### src/design/phe_pkg.sv
package phe_pkg;

   // request kinds
   localparam logic [1:0] KIND_COUNT      = 2'd0;
   localparam logic [1:0] KIND_READ       = 2'd1;
   localparam logic [1:0] KIND_READ_CLEAR = 2'd2;

   localparam int PIXEL_BITS  = 16;
   localparam int INDEX_BITS  = 12;
   localparam int RESULT_BITS = 32;

   // what the update stage does with one request
   typedef struct packed {
      logic valid;
      logic count;   // saturating increment, return new value
      logic read;    // return stored value
      logic clear;   // zero the bin after reading
      logic flag;    // bin does not exist
   } phe_op_type;

   typedef struct packed {
      logic [RESULT_BITS-1:0] bin_count;
      logic                   out_of_range;
   } phe_result_type;

endpackage

### src/design/phe_update.sv
module phe_update #(
   parameter int ADDR_BITS  = 12,
   parameter int COUNT_BITS = 32
) (
   input  logic                   clock,
   input  logic                   reset,
   input  phe_pkg::phe_op_type    op,
   input  logic [ADDR_BITS-1:0]   addr,
   input  logic [COUNT_BITS-1:0]  rd_data,
   output logic                   wr_en,
   output logic [ADDR_BITS-1:0]   wr_addr,
   output logic [COUNT_BITS-1:0]  wr_data,
   output phe_pkg::phe_result_type result
);

   // last write, for a read issued in the same cycle as that write
   logic                  fwd_valid_ff, fwd_valid_in;
   logic [ADDR_BITS-1:0]  fwd_addr_ff;
   logic [COUNT_BITS-1:0] fwd_data_ff;

   logic [COUNT_BITS-1:0] cur;
   logic [COUNT_BITS-1:0] incr;
   logic [COUNT_BITS-1:0] ret;
   logic [COUNT_BITS+phe_pkg::RESULT_BITS-1:0] ret_ext;

   always_comb begin
      cur  = (fwd_valid_ff && fwd_addr_ff == addr) ? fwd_data_ff : rd_data;
      incr = (&cur) ? cur : cur + COUNT_BITS'(1);

      wr_en   = op.valid && (op.count || op.clear);
      wr_addr = addr;
      wr_data = op.count ? incr : '0;

      ret = '0;
      if (op.count) begin
         ret = incr;
      end else if (op.read) begin
         ret = cur;
      end
      ret_ext = {{phe_pkg::RESULT_BITS{1'b0}}, ret};

      result.bin_count    = ret_ext[phe_pkg::RESULT_BITS-1:0];
      result.out_of_range = op.flag;
      fwd_valid_in        = wr_en;
   end

   always_ff @(posedge clock) begin
      if (reset) begin
         fwd_valid_ff <= 1'b0;
      end else begin
         fwd_valid_ff <= fwd_valid_in;
      end
      fwd_addr_ff <= wr_addr;
      fwd_data_ff <= wr_data;
   end

endmodule

### config.mk
export PLATFORM = sky130hd
export DESIGN_NAME = phe_update
export DESIGN_NICKNAME = d
export VERILOG_FILES = /design/src/design/phe_pkg.sv /design/src/design/phe_update.sv
export SDC_FILE = /design/constraint.sdc
export NUM_CORES = 1
export LEC_CHECK = 0
export CAP_MARGIN = 20
export CORE_MARGIN = 2
export CORE_UTILIZATION = 50
export DETAILED_ROUTE_END_ITERATION = 10
export DONT_BUFFER_PORTS = 1
export PLACE_DENSITY_LB_ADDON = 0.3
export SYNTH_ARGS = -nofsm -noshare
export SYNTH_HDL_FRONTEND = slang
export SYNTH_SLANG_ARGS = --single-unit
### constraint.sdc
create_clock -name clock -period 6.7 [get_ports clock]
set_input_delay 1.675 -clock clock [delete_from_list [all_inputs] [get_ports clock]]
set_output_delay 1.675 -clock clock [all_outputs]
set_load 0.01 [all_outputs]
======== Word level (Yosys, flattened, before mapping) ========
Cells that the tools add are included.
cells by class
  reduce and logical (&&, ||, !) cells .... 4
  equal/unequal tests ..................... 1
  add/sub/neg operators ................... 1
  mux-type cells .......................... 5
operators by type and width
  kind                                           number
  2-to-1 mux 32 bit                              5
  adder 32 x 1 -> 32 bit, second input constant  1
  AND reduction 32 bit                           1
  equality test 12 bit                           1
  logical AND 1 bit                              2
  logical OR 1 bit                               1
word-level totals
  input port bits ......................... 51
  output and inout bits ................... 78
  word-level logic and storage cells ...... 14
  register bits after elaboration ......... 45

======== Logic depth before layout (Yosys ltp) ========
  word-level depth ........................ 6
  depth in mapped cells ................... 16
  gate-level depth less buffers ........... 13

======== Worst setup path before layout ========
Ideal clock, no wire load.
  path kind ............................... input -> output
  start point ............................. in addr[8]
  end point ............................... out result[20] in the netlist's numbering
  setup slack ............................. 0.278 ns
  cell stages on the path ................. 15
  data required time ...................... 5.025 ns
  arrival ................................. 4.747 ns
  path through ............................ xnor2_1 -> nand4_1 -> nor4_2 -> buf_4 -> buf_2 -> mux2i_1 -> inv_1 -> ha_1 -> inv_2 -> nor4_1 -> nand4_1 -> or4b_1 -> a22oi_1 -> mux2i_1 -> o21bai_1
RTL lines
  item         RTL line          text
  from (decl)  phe_update.sv:8   input logic [ADDR_BITS-1:0] addr,
  to (decl)    phe_update.sv:13  output phe_pkg::phe_result_type result

==> qor.yml <==
outcome:
  status: "finished clean"
synthesis:
  ys_types: 44
  avgSynthCellArea_um2: 8.353
  yosys_warnings: 0
  syn-instance-count: 423
  synth-edff-count: 0
  synthTopCellsByCount: "dfxtp_1 (45), mux2i_1 (38), xnor2_1 (36), nand2_1 (29), nand4_1 (27)"
  synth_xor_area_share_pct: 9.667
  seq_area_frac_synth_pct: 25.50
  yosys.area_share.adder_pct: 0.3541
  synth_top_flop_cell: "dfxtp_1"
  syn-num-nets: 475
  ys_ff_latch: 45
  synth.area.top_cells: "dfxtp_1 (25%), mux2i_1 (11%), xnor2_1 (8.9%), o2bb2ai_1 (5.9%), nand4_1 (4.8%)"
  netlist_area_um2: 3533
  yosysTopAreaCell: "dfxtp_1"
  synth.most_common_cell: "dfxtp_1"
  yosysTopAreaCellShare_pct: 25.50
  yosys.area_share.simple_pct: 31.69
  synth-compound-area-share_pct: 13.77
  yosys-mux-area-fraction_pct: 11.72
  synth_top_family_by_area: "simple AND/OR/NAND/NOR gates"
  async_flop_share_pct: 0
clock_network:
  cts_max_path_buffers: 2
  cts_buffers: 5
  cts_tree: "done"
  cts_root_buf: "clkbuf_8"
  clk_pin_slew_ps: 90
  cts_num_sinks: 45
  htree_levels: 2
  insertion_delay_ps: 300
critical_path:
  worstPathRequired_ps: 5030
  cp_top_family: "simple AND/OR/NAND/NOR gates"
  r2r_end: "fwd_data_ff[19]$_DFF_P_"
  crit_type: "input pin to output port"
  path_buf_inv: 4
  arrival_ps: 4790
  slowest_delay_ps: 550
  end_kind: "output port"
  r2r_start: "fwd_addr_ff[0]$_DFF_P_"
  r2r_slack_ps: 3250
  cp_cell_sequence: "xnor2_1 > nand2_1 > nor4_4 > buf_4 > mux2i_1 > inv_1 > ha_1 > inv_2 > nor4_1 > buf_4 > nand4_1 > or4b_1 > a22oi_1 > mux2i_1 > o21bai_1"
  critPathMaxFanout: 6
  cp_slowest_cell: "or4b_1"
  cp-start-kind: "input pin"
  ff2ff_path_depth: 15
worst_hold_path:
  hp-start: "fwd_data_ff[29]$_DFF_P_"
  hold_depth: 3
  hold_end: "fwd_data_ff[29]$_DFF_P_"
  hp-class: "flip-flop to flip-flop"
final_layout:
  layout.nets: 457
  drive_gt1_share_pct: 8.374
  nFillCells: 643
  antenna_cells: 0
  syn_to_final_growth_pct: 3.045
grt:
  grt_pass1_wl_um: 14740
  met1_usage_pct: 28.82
  grt_max_degree: 63
  groute.usage.overall_pct: 23.88
  grt_remaining_overflow: 0
  met3_usage_pct: 8.294
  grt.busiest_layer: "met2"
  antenna_found_initial: 0
  grt_pass1_vias: 3080
  gr-usage-met2_pct: 39.12
sta:
  drv_slew: 0
  slew_headroom_pct: 35.43
  hold_violations: 0
  period_needed_ps: 6461
  fin_skew_ps: 6.857
  max_freq_mhz: 154.8
  rsz0062_at_grt: "no"
  worst_pin_slew_ps: 959.6
  setup_viol: 0
  hold_slack_ps: 780.9
  period_share_pct: 96.44
  fin_setup_tns_ps: 0
placement:
  dp_hpwl_um: 7098
  numPortBuffers: 0
  routabilityCongestion: 0.9383
floorplan:
  core_um2: 6832
  fp-row-count: 30
  fp.dieH_um: 88.07
  initial_core_util_pct: 51.72
  die_w_um: 88.07
  die-area_um2: 7755
  io_pins: 129
drt:
  ant_nets: 0
  postRouteWirelength_um: 9533
  drcViolationCount: 0
  vias: 3150
  dr.pass1.iters: 5
  vias_per_cell: 6.275
  drt_iter0_markers: 291
  avgRoutedWirePerCell_um: 18.99
pwr:
  cellPowerDensity_nw_per_um2: 163.5
  peakVddDrop_mv: 0.1209
  p_leak_nw: 1.164
run:
  drv_cap: 0
-- sequential cells by signal, summed over array words and instances (netlist names) --
name,cells
fwd_data_ff,32
fwd_valid_ff,1
fwd_addr_ff,12
-- cell families after synthesis --
kind of cell,Yosys count
compound gates,64
xor+xnor,39
fa+ha+maj,1
buf+inv,43
flops,45
mux,40
simple gates,191
-- where the power goes --
group          total [mW]  leakage, nW  internal, mW  switching (mW)
Clock               0.210       0.0554         0.112          0.0984
Sequential          0.296        0.376         0.283          0.0132
Combinational      0.0889        0.733        0.0360          0.0529
-- layout make-up --
| type | instances | area [um2] | share of cell area, % |
|---|---|---|---|
| clock buffers | 6 | 72.57 | 1.993 |
| repair buffers | 11 | 82.58 | 2.268 |
| well taps | 96 | 120.1 | 3.299 |
| inverters | 7 | 26.28 | 0.7216 |
| flip-flops and latches | 45 | 900.9 | 24.74 |
| multi-input cells | 335 | 2400 | 65.91 |
| clock inverters | 2 | 38.79 | 1.065 |
-- layout by cell type, fill, tap and decap left out, types with 2 or more instances in the layout --
master,synthesis,final
a211oi_2,2,2
a21oi_1,19,19
a221oi_2,2,2
and2_1,26,26
and3_1,19,19
and4_1,5,5
buf_4,18,11
clkbuf_8,0,5
dfxtp_1,45,45
inv_1,6,6
mux2i_1,38,36
mux2i_2,0,2
nand2_1,29,29
nand2b_1,7,7
nand3_1,21,21
nand3b_1,5,5
nand4_1,27,27
nand4b_1,5,5
nor2_1,12,12
nor2b_1,2,2
nor3_1,9,9
nor4_1,5,5
nor4_4,0,2
o211a_1,2,2
o21a_1,2,2
o21ai_0,3,3
o21bai_1,8,8
o2bb2ai_1,24,24
or3_1,8,8
or4_1,4,4
xnor2_1,36,36
xor2_1,3,3
-- worst min-delay path, cell delays in order (launching register included) --
cell	delay (ps)
dfxtp_1	380
mux2i_1	120
nand2_1	100
mux2i_2	120
-- how the worst max path moves through the flow --
stage / startpoint / to / cells past startpoint / slack [ps]
after floorplan: addr[8] / result[20] / 15 / 280
after global placement: addr[11] / result[30] / 14 / 330
after detailed placement: addr[2] / result[30] / 14 / 210
after CTS: addr[2] / result[30] / 14 / 170
after global routing: addr[8] / result[20] / 15 / 4
final: addr[0] / result[20] / 15 / 240
-- routing by layer --
metal	routed length [um]	share of wire [%]
met5	0	0
met4	167	1.8
met3	1032	11
met2	4467	47
met1	3865	41
-- through the flow --
stage	total power [mW]	utilization, %	setup WS, ps	std cells	cell area, um2
after global routing	0.6194	53.30	4.295	502	3641
final	0.5952	53.30	238.6	502	3641
after global placement	0.3883	51.32	329.5	493	3506
after detailed placement	0.3904	51.32	205.9	493	3506
after floorplan	0.3830	-	278.4	423	3533
after CTS	0.5997	52.95	174.5	501	3617
-- timing repair --
item	4_1_cts	5_1_grt
gates resized for setup	0	3
hold buffers	0	0
buffers inserted	0	1
endpoints found under the setup margin	0	35
No activity file was read; power rests on OpenSTA's default activity.
