==> src/design/phe_pkg.sv <==
package phe_pkg;

   // request kinds
   localparam logic [1:0] KIND_COUNT      = 2'd0;
   localparam logic [1:0] KIND_READ       = 2'd1;
   localparam logic [1:0] KIND_READ_CLEAR = 2'd2;

   localparam int PIXEL_BITS  = 16;
   localparam int INDEX_BITS  = 12;
   localparam int RESULT_BITS = 32;

   // what the update stage does with one request
   typedef struct packed {
      logic valid;
      logic count;   // saturating increment, return new value
      logic read;    // return stored value
      logic clear;   // zero the bin after reading
      logic flag;    // bin does not exist
   } phe_op_type;

   typedef struct packed {
      logic [RESULT_BITS-1:0] bin_count;
      logic                   out_of_range;
   } phe_result_type;

endpackage

==> src/design/phe_out_fifo.sv <==
module phe_out_fifo (
   input  logic                   clock,
   input  logic                   reset,
   input  logic                   push,
   input  phe_pkg::phe_result_type push_data,
   input  logic                   pop,
   output logic                   not_empty,
   output phe_pkg::phe_result_type head,
   output logic [1:0]             occupancy
);

   phe_pkg::phe_result_type entry_ff [2];
   logic       wptr_ff, wptr_in;
   logic       rptr_ff, rptr_in;
   logic [1:0] count_ff, count_in;

   always_comb begin
      wptr_in  = push ? ~wptr_ff : wptr_ff;
      rptr_in  = pop ? ~rptr_ff : rptr_ff;
      count_in = count_ff + 2'(push) - 2'(pop);
   end

   always_ff @(posedge clock) begin
      if (reset) begin
         wptr_ff  <= 1'b0;
         rptr_ff  <= 1'b0;
         count_ff <= 2'd0;
      end else begin
         wptr_ff  <= wptr_in;
         rptr_ff  <= rptr_in;
         count_ff <= count_in;
      end
      if (push) begin
         entry_ff[wptr_ff] <= push_data;
      end
   end

   assign not_empty = (count_ff != 2'd0);
   assign head      = entry_ff[rptr_ff];
   assign occupancy = count_ff;

endmodule

==> config.mk <==
export PLATFORM = sky130hd
export DESIGN_NAME = phe_out_fifo
export DESIGN_NICKNAME = d
export VERILOG_FILES = /design/src/design/phe_pkg.sv /design/src/design/phe_out_fifo.sv
export SDC_FILE = /design/constraint.sdc
export NUM_CORES = 1
export LEC_CHECK = 0
export BUFFER_PORTS_ARGS = -buffer_cell sky130_fd_sc_hd__buf_2
export CAP_MARGIN = 20
export CORE_MARGIN = 5
export CORE_UTILIZATION = 35
export DETAILED_ROUTE_END_ITERATION = 7
export GPL_ROUTABILITY_DRIVEN = 0
export GPL_TIMING_DRIVEN = 0
export PLACE_DENSITY = 0.57
export SLEW_MARGIN = 20
export SYNTH_ARGS = -nofsm -noshare
export SYNTH_HDL_FRONTEND = slang
export SYNTH_SLANG_ARGS = --single-unit
export TNS_END_PERCENT = 1
==> constraint.sdc <==
create_clock -name clock -period 3.12 [get_ports clock]
set_clock_uncertainty 0.15 [all_clocks]
set_input_delay 0.936 -clock clock [delete_from_list [all_inputs] [get_ports clock]]
set_output_delay 0.936 -clock clock [all_outputs]
set_load 0.03 [all_outputs]
* After elaboration in Yosys (flattened, before gate mapping)
Memory sizes are Yosys's and may differ from the RTL's. A register that Yosys moved wholly into a read port is not among the register bits. Index checks and enable logic that the tools add are counted.
Word-level totals: register bits 4, latch bits 0, memory bits (writable) 66, bits in read-only memories 0, input port bits 37, output and inout port bits 36, logic and storage cells 13, memories 1
Operators by class: add/sub/neg operators 2, $mul 0, divide/modulo/power cells 0, $lt $le $gt $ge 0, equality and inequality tests 0, shift-type cells 0, mux-type cells 4, bitwise operators 2, reductions and logical operators 1
Memories:
- entry_ff | depth 2, width 33, read ports 1, clocked after memory_dff 1, write ports 1, RTL line phe_out_fifo.sv:12 | phe_pkg::phe_result_type entry_ff [2];
Operators by type and width (number):
- two-way mux 1 bit | 4
- adder 2 x 1 -> 2 bit | 1
- NOT 1 bit | 2
- nonzero test 2 bit | 1
- subtractor 2 x 1 -> 2 bit | 1

* Longest topological paths before layout
Gate-level depths: netlist of the first run.
word-level depth 3, depth in mapped cells 6, mapped depth without buffers 6

* Worst setup path after synthesis of the first run
OpenSTA, ideal clock, no wires.
path type input-to-reg, from input port push, to memory entry_ff[0][0] in the netlist's numbering (enable), setup time 0.427 ns, arrival time 2.426 ns, data required time 2.543 ns, setup slack 0.117 ns, cell stages on the path 1, path buffers 0, path through nor2b_1
Between the ends: longest elaborated chain between the ends 2
RTL lines:
- from (decl) | RTL line phe_out_fifo.sv:4 | input logic push,
- two-way mux 1 bit | RTL line phe_out_fifo.sv:33 | if (push) begin
- two-way mux 1 bit (not written as such) | RTL line phe_out_fifo.sv:34 | entry_ff[wptr_ff] <= push_data;
- to (decl) | RTL line phe_out_fifo.sv:12
Every way passes these cells.

==> results.yml, run 1 <==
grt:
  antenna_found_initial: 0
  gr-usage-all-layers_pct: 10.2
  grt-ovfl-total: 0
  grt_pass1_vias: 1491
  grt_pass1_wl_um: 7440
  grt_max_degree: 21
synthesis:
  synth_top_area_share_pct: 72.1
  syn_area_per_cell_um2: 22.4
  synth_nets: 162
  postSynthCellCount: 123
  yosysTopAreaCell: "edfxtp_1"
  synth_seq_area_share_pct: 75.7
  netlist_area_mm2: 0.00275
  synth_seq_cells: 71
  synthTopCellsByArea: "edfxtp_1 72%, mux2_4 16%, dfxtp_1 3.6%"
  yosys_warnings: 0
  synth.distinct_cells: 14
worst_setup_path:
  arrival_ns: 1.45
  ff2ff_path_depth: 2
  r2r_end: "entry_ff[1][1]"
  cp_max_fo: 10
  critical_path_class: "reg2out"
  startpoint_type: "flip-flop"
  cp.required_ns: 2.03
  worst_setup_path_end_kind: "output pin"
  timing.rr.start: "wptr_ff"
  r2r_slack_ns: 1.61
status:
  outcome: "completed"
floorplanning:
  io_pins: 73
  fp-row-count: 32
  core_area_mm2: 0.00769
  floorplan.initialDensity_pct: 35.8
  die_w_um: 98.6
  dieArea_mm2: 0.00973
  die_height_um: 98.6
timing:
  slew_headroom_pct: 64.2
  fmaxAchievable_ghz: 0.394
  rsz0062_at_grt: "false"
  setup_viol: 0
  setup_ws_ns: 0.582
  slew_viol_final: 0
  hold_viol: 0
  fin_tns_setup_ns: 0
  worst_pin_slew_ns: 0.536
  finalCritPeriodShare_pct: 81.3
  fin_crit_ns: 2.54
clocking:
  cts_tree: "yes"
  cts-htree-levels: 3
  holdBufCountCts: 0
  cts_buffers: 9
  clock_path_buffers: 2
  cts_sinks: 71
  cts_root_buf: "clkbuf_8"
  postCtsSetupBuffers: 0
  clkLatencyLatePin_ns: 0.33
  clkTransAtPathRegs_ns: 0.07
  cts_resized: 0
final_layout:
  nFillCells: 700
  drive_gt1_share_pct: 61.0
  antenna_cells: 0
  area_growth_pct: 29.0
  fin_area_mm2: 0.00355
  fin_nets: 247
flow_run:
  maxCapViolations: 0
route:
  finalWirelength_um: 4680
  viasPerCell: 4.32
  num_vias: 1361
  avgRoutedWirePerCell_um: 14.9
  drtAntennaViolNets: 0
  route.detailed.drc: 0
  initialDrtViolationCount: 57
  first_pass_iters: 4
worst_hold_path:
  min_from: "rptr_ff"
  holdPathStages: 2
  holdCritPathClass: "reg2reg"
placed_design:
  portBuffers: 72
  hpwlAfterDp_um: 3370
  pre_cts_ws_ns: 0.830
  postPlaceCellArea_mm2: 0.00330
power_and_ir_drop:
  irDropWorstVdd_uv: 338
  p_leak_nw: 1.42
  powerDensity_mw_per_mm2: 676
cell usage after synthesis:
library cell,count
and2_1,1
buf_12,3
buf_6,1
dfxtp_1,5
edfxtp_1,66
ha_1,2
inv_1,2
mux2_2,3
mux2_4,30
nor2_1,4
nor2b_1,2
or2_2,1
xnor2_1,2
xnor3_1,1
placed cells by master, fill, tap and decap left out, types with 2 or more instances in the layout:
cell         n
mux2_2       3
bufinv_16    3
clkbuf_8     9
buf_2       72
dfxtp_1      5
inv_1        2
xnor2_1      2
clkinvlp_4   3
ha_1         2
nor2_1       4
mux2_4      30
buf_16       2
buf_12       3
edfxtp_1    66
power by group:
| group | internal (W) | switching [W] |
|---|---|---|
| Combinational | 0.000175 | 0.000227 |
| Sequential | 0.00111 | 0.0000186 |
| Clock | 0.000532 | 0.000337 |
layer usage:
metal  part of all wire (%)  track usage (%)  vias up
met5                      0                0        -
met4                    1.9             6.30        0
met1                     41             11.0      670
met3                    5.1             3.33        6
li1                       -                -      642
met2                     52             17.3       43
layout make-up:
| type | count | area [um^2] | area share [%] |
|---|---|---|---|
| timing repair buffer | 74 | 415 | 11.7 |
| multi-input combinational | 46 | 598 | 16.9 |
| tap | 102 | 128 | 3.60 |
| sequential | 71 | 2080 | 58.7 |
| clock buffer | 9 | 124 | 3.49 |
| inverter | 2 | 7.51 | 0.212 |
| clock inverter | 7 | 121 | 3.42 |
| buffer | 4 | 71.3 | 2.01 |
flip-flops by register name, summed over array words and instances, names as in the netlist, named ones only:
name and flops:
wptr_ff 1, occupancy 2, rptr_ff 1, entry_ff 66
worst max-delay path by stage:
stage | startpoint | to | slack, ns | cells past startpoint
after floorplan | push | entry_ff[0][0] | 0.12 | 1
after global placement | push | entry_ff[0][32] | -0.97 | 2
after detailed placement | push | entry_ff[0][30] | 0.83 | 3
after CTS | flip-flop | head[5] | 0.54 | 4
after global routing | flip-flop | head[13] | 0.50 | 4
final | flip-flop | head[5] | 0.58 | 4
critical path, cell delays in order, from the launching register on:
cell     delay (ns)
dfxtp_1        0.32
buf_6          0.15
buf_12         0.16
mux2_4         0.31
buf_2          0.18
stage by stage:
stage,utilization [%],instances,power (W),hold WS [ns]
after CTS,46.1,315,0.00244,0.375
after detailed placement,43.0,299,0.00156,0.347
after floorplan,-,123,0.00144,0.330
after global routing,46.1,315,0.00250,0.404
after global placement,42.1,297,0.00154,0.345
final,46.1,315,0.00240,0.371
kinds of logic after synthesis:
| group | synth area share, % |
|---|---|
| flip-flops | 75.7 |
| multiplexers | 17.6 |
| adder cells (fa/ha/maj) | 0.910 |
| AND/OR/NAND/NOR | 1.46 |
| buffers and inverters | 2.87 |
| XOR/XNOR | 1.46 |
No activity file was read; power rests on OpenSTA's default activity.
==> run 2: changes to the inputs <==
PLACE_DENSITY = 0.59   (was 0.57)
clock period = 2.2 ns   (was 3.12 ns; I/O delays follow)
==> results.yml, run 2 (same netlist as run 1, synthesis figures left out) <==
route:
  drtAntennaViolNets: 0
  finalWirelength_um: 4510
  initialDrtViolationCount: 53
  route.detailed.drc: 0
  viasPerCell: 4.25
  first_pass_iters: 4
  avgRoutedWirePerCell_um: 14.3
  num_vias: 1340
power_and_ir_drop:
  combPwrFrac_pct: 21.0
  powerDensity_mw_per_mm2: 851
  p_leak_nw: 1.45
  sequentialPowerShare_pct: 51.6
  clock_power_share_pct: 27.4
  irDropWorstVdd_uv: 312
  p_int_w: 0.00229
  power_switching_w: 0.000811
  switching_share_pct: 26.2
timing:
  slew_viol_final: 0
  worst_pin_slew_ns: 0.419
  timing.hold.ws_ns: 0.360
  slew_headroom_pct: 72.0
  fmaxAchievable_ghz: 0.453
  fin_crit_ns: 2.21
  rsz0062_at_grt: "true"
  finalCritPeriodShare_pct: 100
  fin_tns_setup_ns: -0.0353
  hold_viol: 0
  setup_ws_ns: -0.00901
  setup_viol: 11
placed_design:
  pre_cts_ws_ns: 0.270
  place_inst: 299
  portBuffers: 72
  hpwlAfterDp_um: 3190
final_layout:
  final_common_cell: "edfxtp_1"
  nFillCells: 682
  drive_gt1_share_pct: 60.6
  final_util_pct: 47.4
  area_growth_pct: 32.5
  fin_nets: 247
  instances_no_fill: 315
  regMostFlops: "entry_ff"
  final_cell_mix: "66 x edfxtp_1, 42 x buf_2, 30 x mux2_4, 30 x buf_6, 9 x clkbuf_8"
  largest_reg_flops: 66
  antenna_cells: 0
floorplanning:
  die_w_um: 98.6
  io_pins: 73
  dieArea_mm2: 0.00973
  floorplan.initialDensity_pct: 35.8
  die_height_um: 98.6
  fp-row-count: 32
  core_area_mm2: 0.00769
worst_setup_path:
  cp.required_ns: 1.39
  cp_slowest_cell: "dfxtp_2"
  r2r_end: "entry_ff[1][3]"
  crit_family: "buffers and inverters"
  cp_max_fo: 10
  r2r_slack_ns: 0.71
  worst_setup_path_end_kind: "output pin"
  ff2ff_path_depth: 2
  path_buf_inv: 3
  critical_path_class: "reg2out"
  arrival_ns: 1.40
  worstPathCellList: "buf_8 -> buf_12 -> mux2_4 -> buf_6"
  startpoint_type: "flip-flop"
  critical-path-max-stage-delay_ns: 0.33
  timing.rr.start: "wptr_ff"
clocking:
  clock_path_buffers: 2
  cts_sinks: 71
  postCtsSetupBuffers: 0
  cts_tree: "yes"
  clkTransAtPathRegs_ns: 0.07
  cts-htree-levels: 3
  cts_root_buf: "clkbuf_8"
  cts_buffers: 9
  clkLatencyLatePin_ns: 0.33
worst_hold_path:
  min_from: "push_data[29]"
  hold_path_end: "entry_ff[0][29]"
  holdCritPathClass: "in2reg"
  holdPathStages: 1
status:
  failed_checks: "setup timing"
  outcome: "finished with violations"
grt:
  grt_pass1_wl_um: 7100
  antenna_found_initial: 0
  gr-usage-all-layers_pct: 9.80
  grt_pass1_vias: 1411
  grt-ovfl-total: 0
  grt_max_degree: 23
flow_run:
  maxCapViolations: 0
## run 2: worst max-delay path by stage
stage / cells after the start / end / from / slack (ns)
after global routing: 4 / head[21] / flip-flop / -0.07
after global placement: 2 / entry_ff[0][24] / push / -0.56
final: 4 / head[3] / flip-flop / -0.009
after detailed placement: 3 / entry_ff[0][11] / push / 0.27
after CTS: 4 / head[20] / flip-flop / -0.05
after floorplan: 1 / entry_ff[0][0] / push / 0.09
## run 2: power groups by stage
stage / clock, W / sequential, W / combinational (W)
floorplan: 0 / 0.00164 / 0.000394
global placement: 0 / 0.00163 / 0.000556
detailed placement: 0 / 0.00163 / 0.000575
CTS: 0.000890 / 0.00160 / 0.000663
global route: 0.000956 / 0.00161 / 0.000687
finish: 0.000850 / 0.00160 / 0.000650
## run 2: layer usage
metal	vias up	GRT usage, %	wire (um)
met1	648	11.0	1870
met3	7	3.33	229
met2	40	16.1	2310
met4	0	5.99	93
met5	-	0	0
li1	645	-	-
## run 2: what timing repair did
item,in CTS,in global routing
resized for setup,62,0
hold buffers,0,0
endpoints found under the setup margin,30,30
## run 2: layout make-up
class / instances / area (um^2) / share of cell area (%)
clock buffers: 9 / 124 / 3.40
repair buffers: 74 / 588 / 16.1
multi-input cells: 46 / 598 / 16.4
plain buffers: 4 / 75.1 / 2.06
flip-flops and latches: 71 / 2080 / 57.2
inverters: 2 / 7.51 / 0.206
well taps: 102 / 128 / 3.50
clock inverters: 7 / 40.0 / 1.10
## run 2: worst register-to-register path: cells and delay by family (launching register included)
| kind | cells | cell delay (ns) |
|---|---|---|
| buf+inv | 1 | 0.23 |
| flops | 1 | 0.41 |
| simple gates | 1 | 0.40 |
## run 2: through the flow
stage                     cell area, um^2  power [W]
after CTS                            3640    0.00315
after global placement               3240    0.00218
final                                3640    0.00310
after floorplan                      2750    0.00204
after detailed placement             3290    0.00220
after global routing                 3640    0.00325
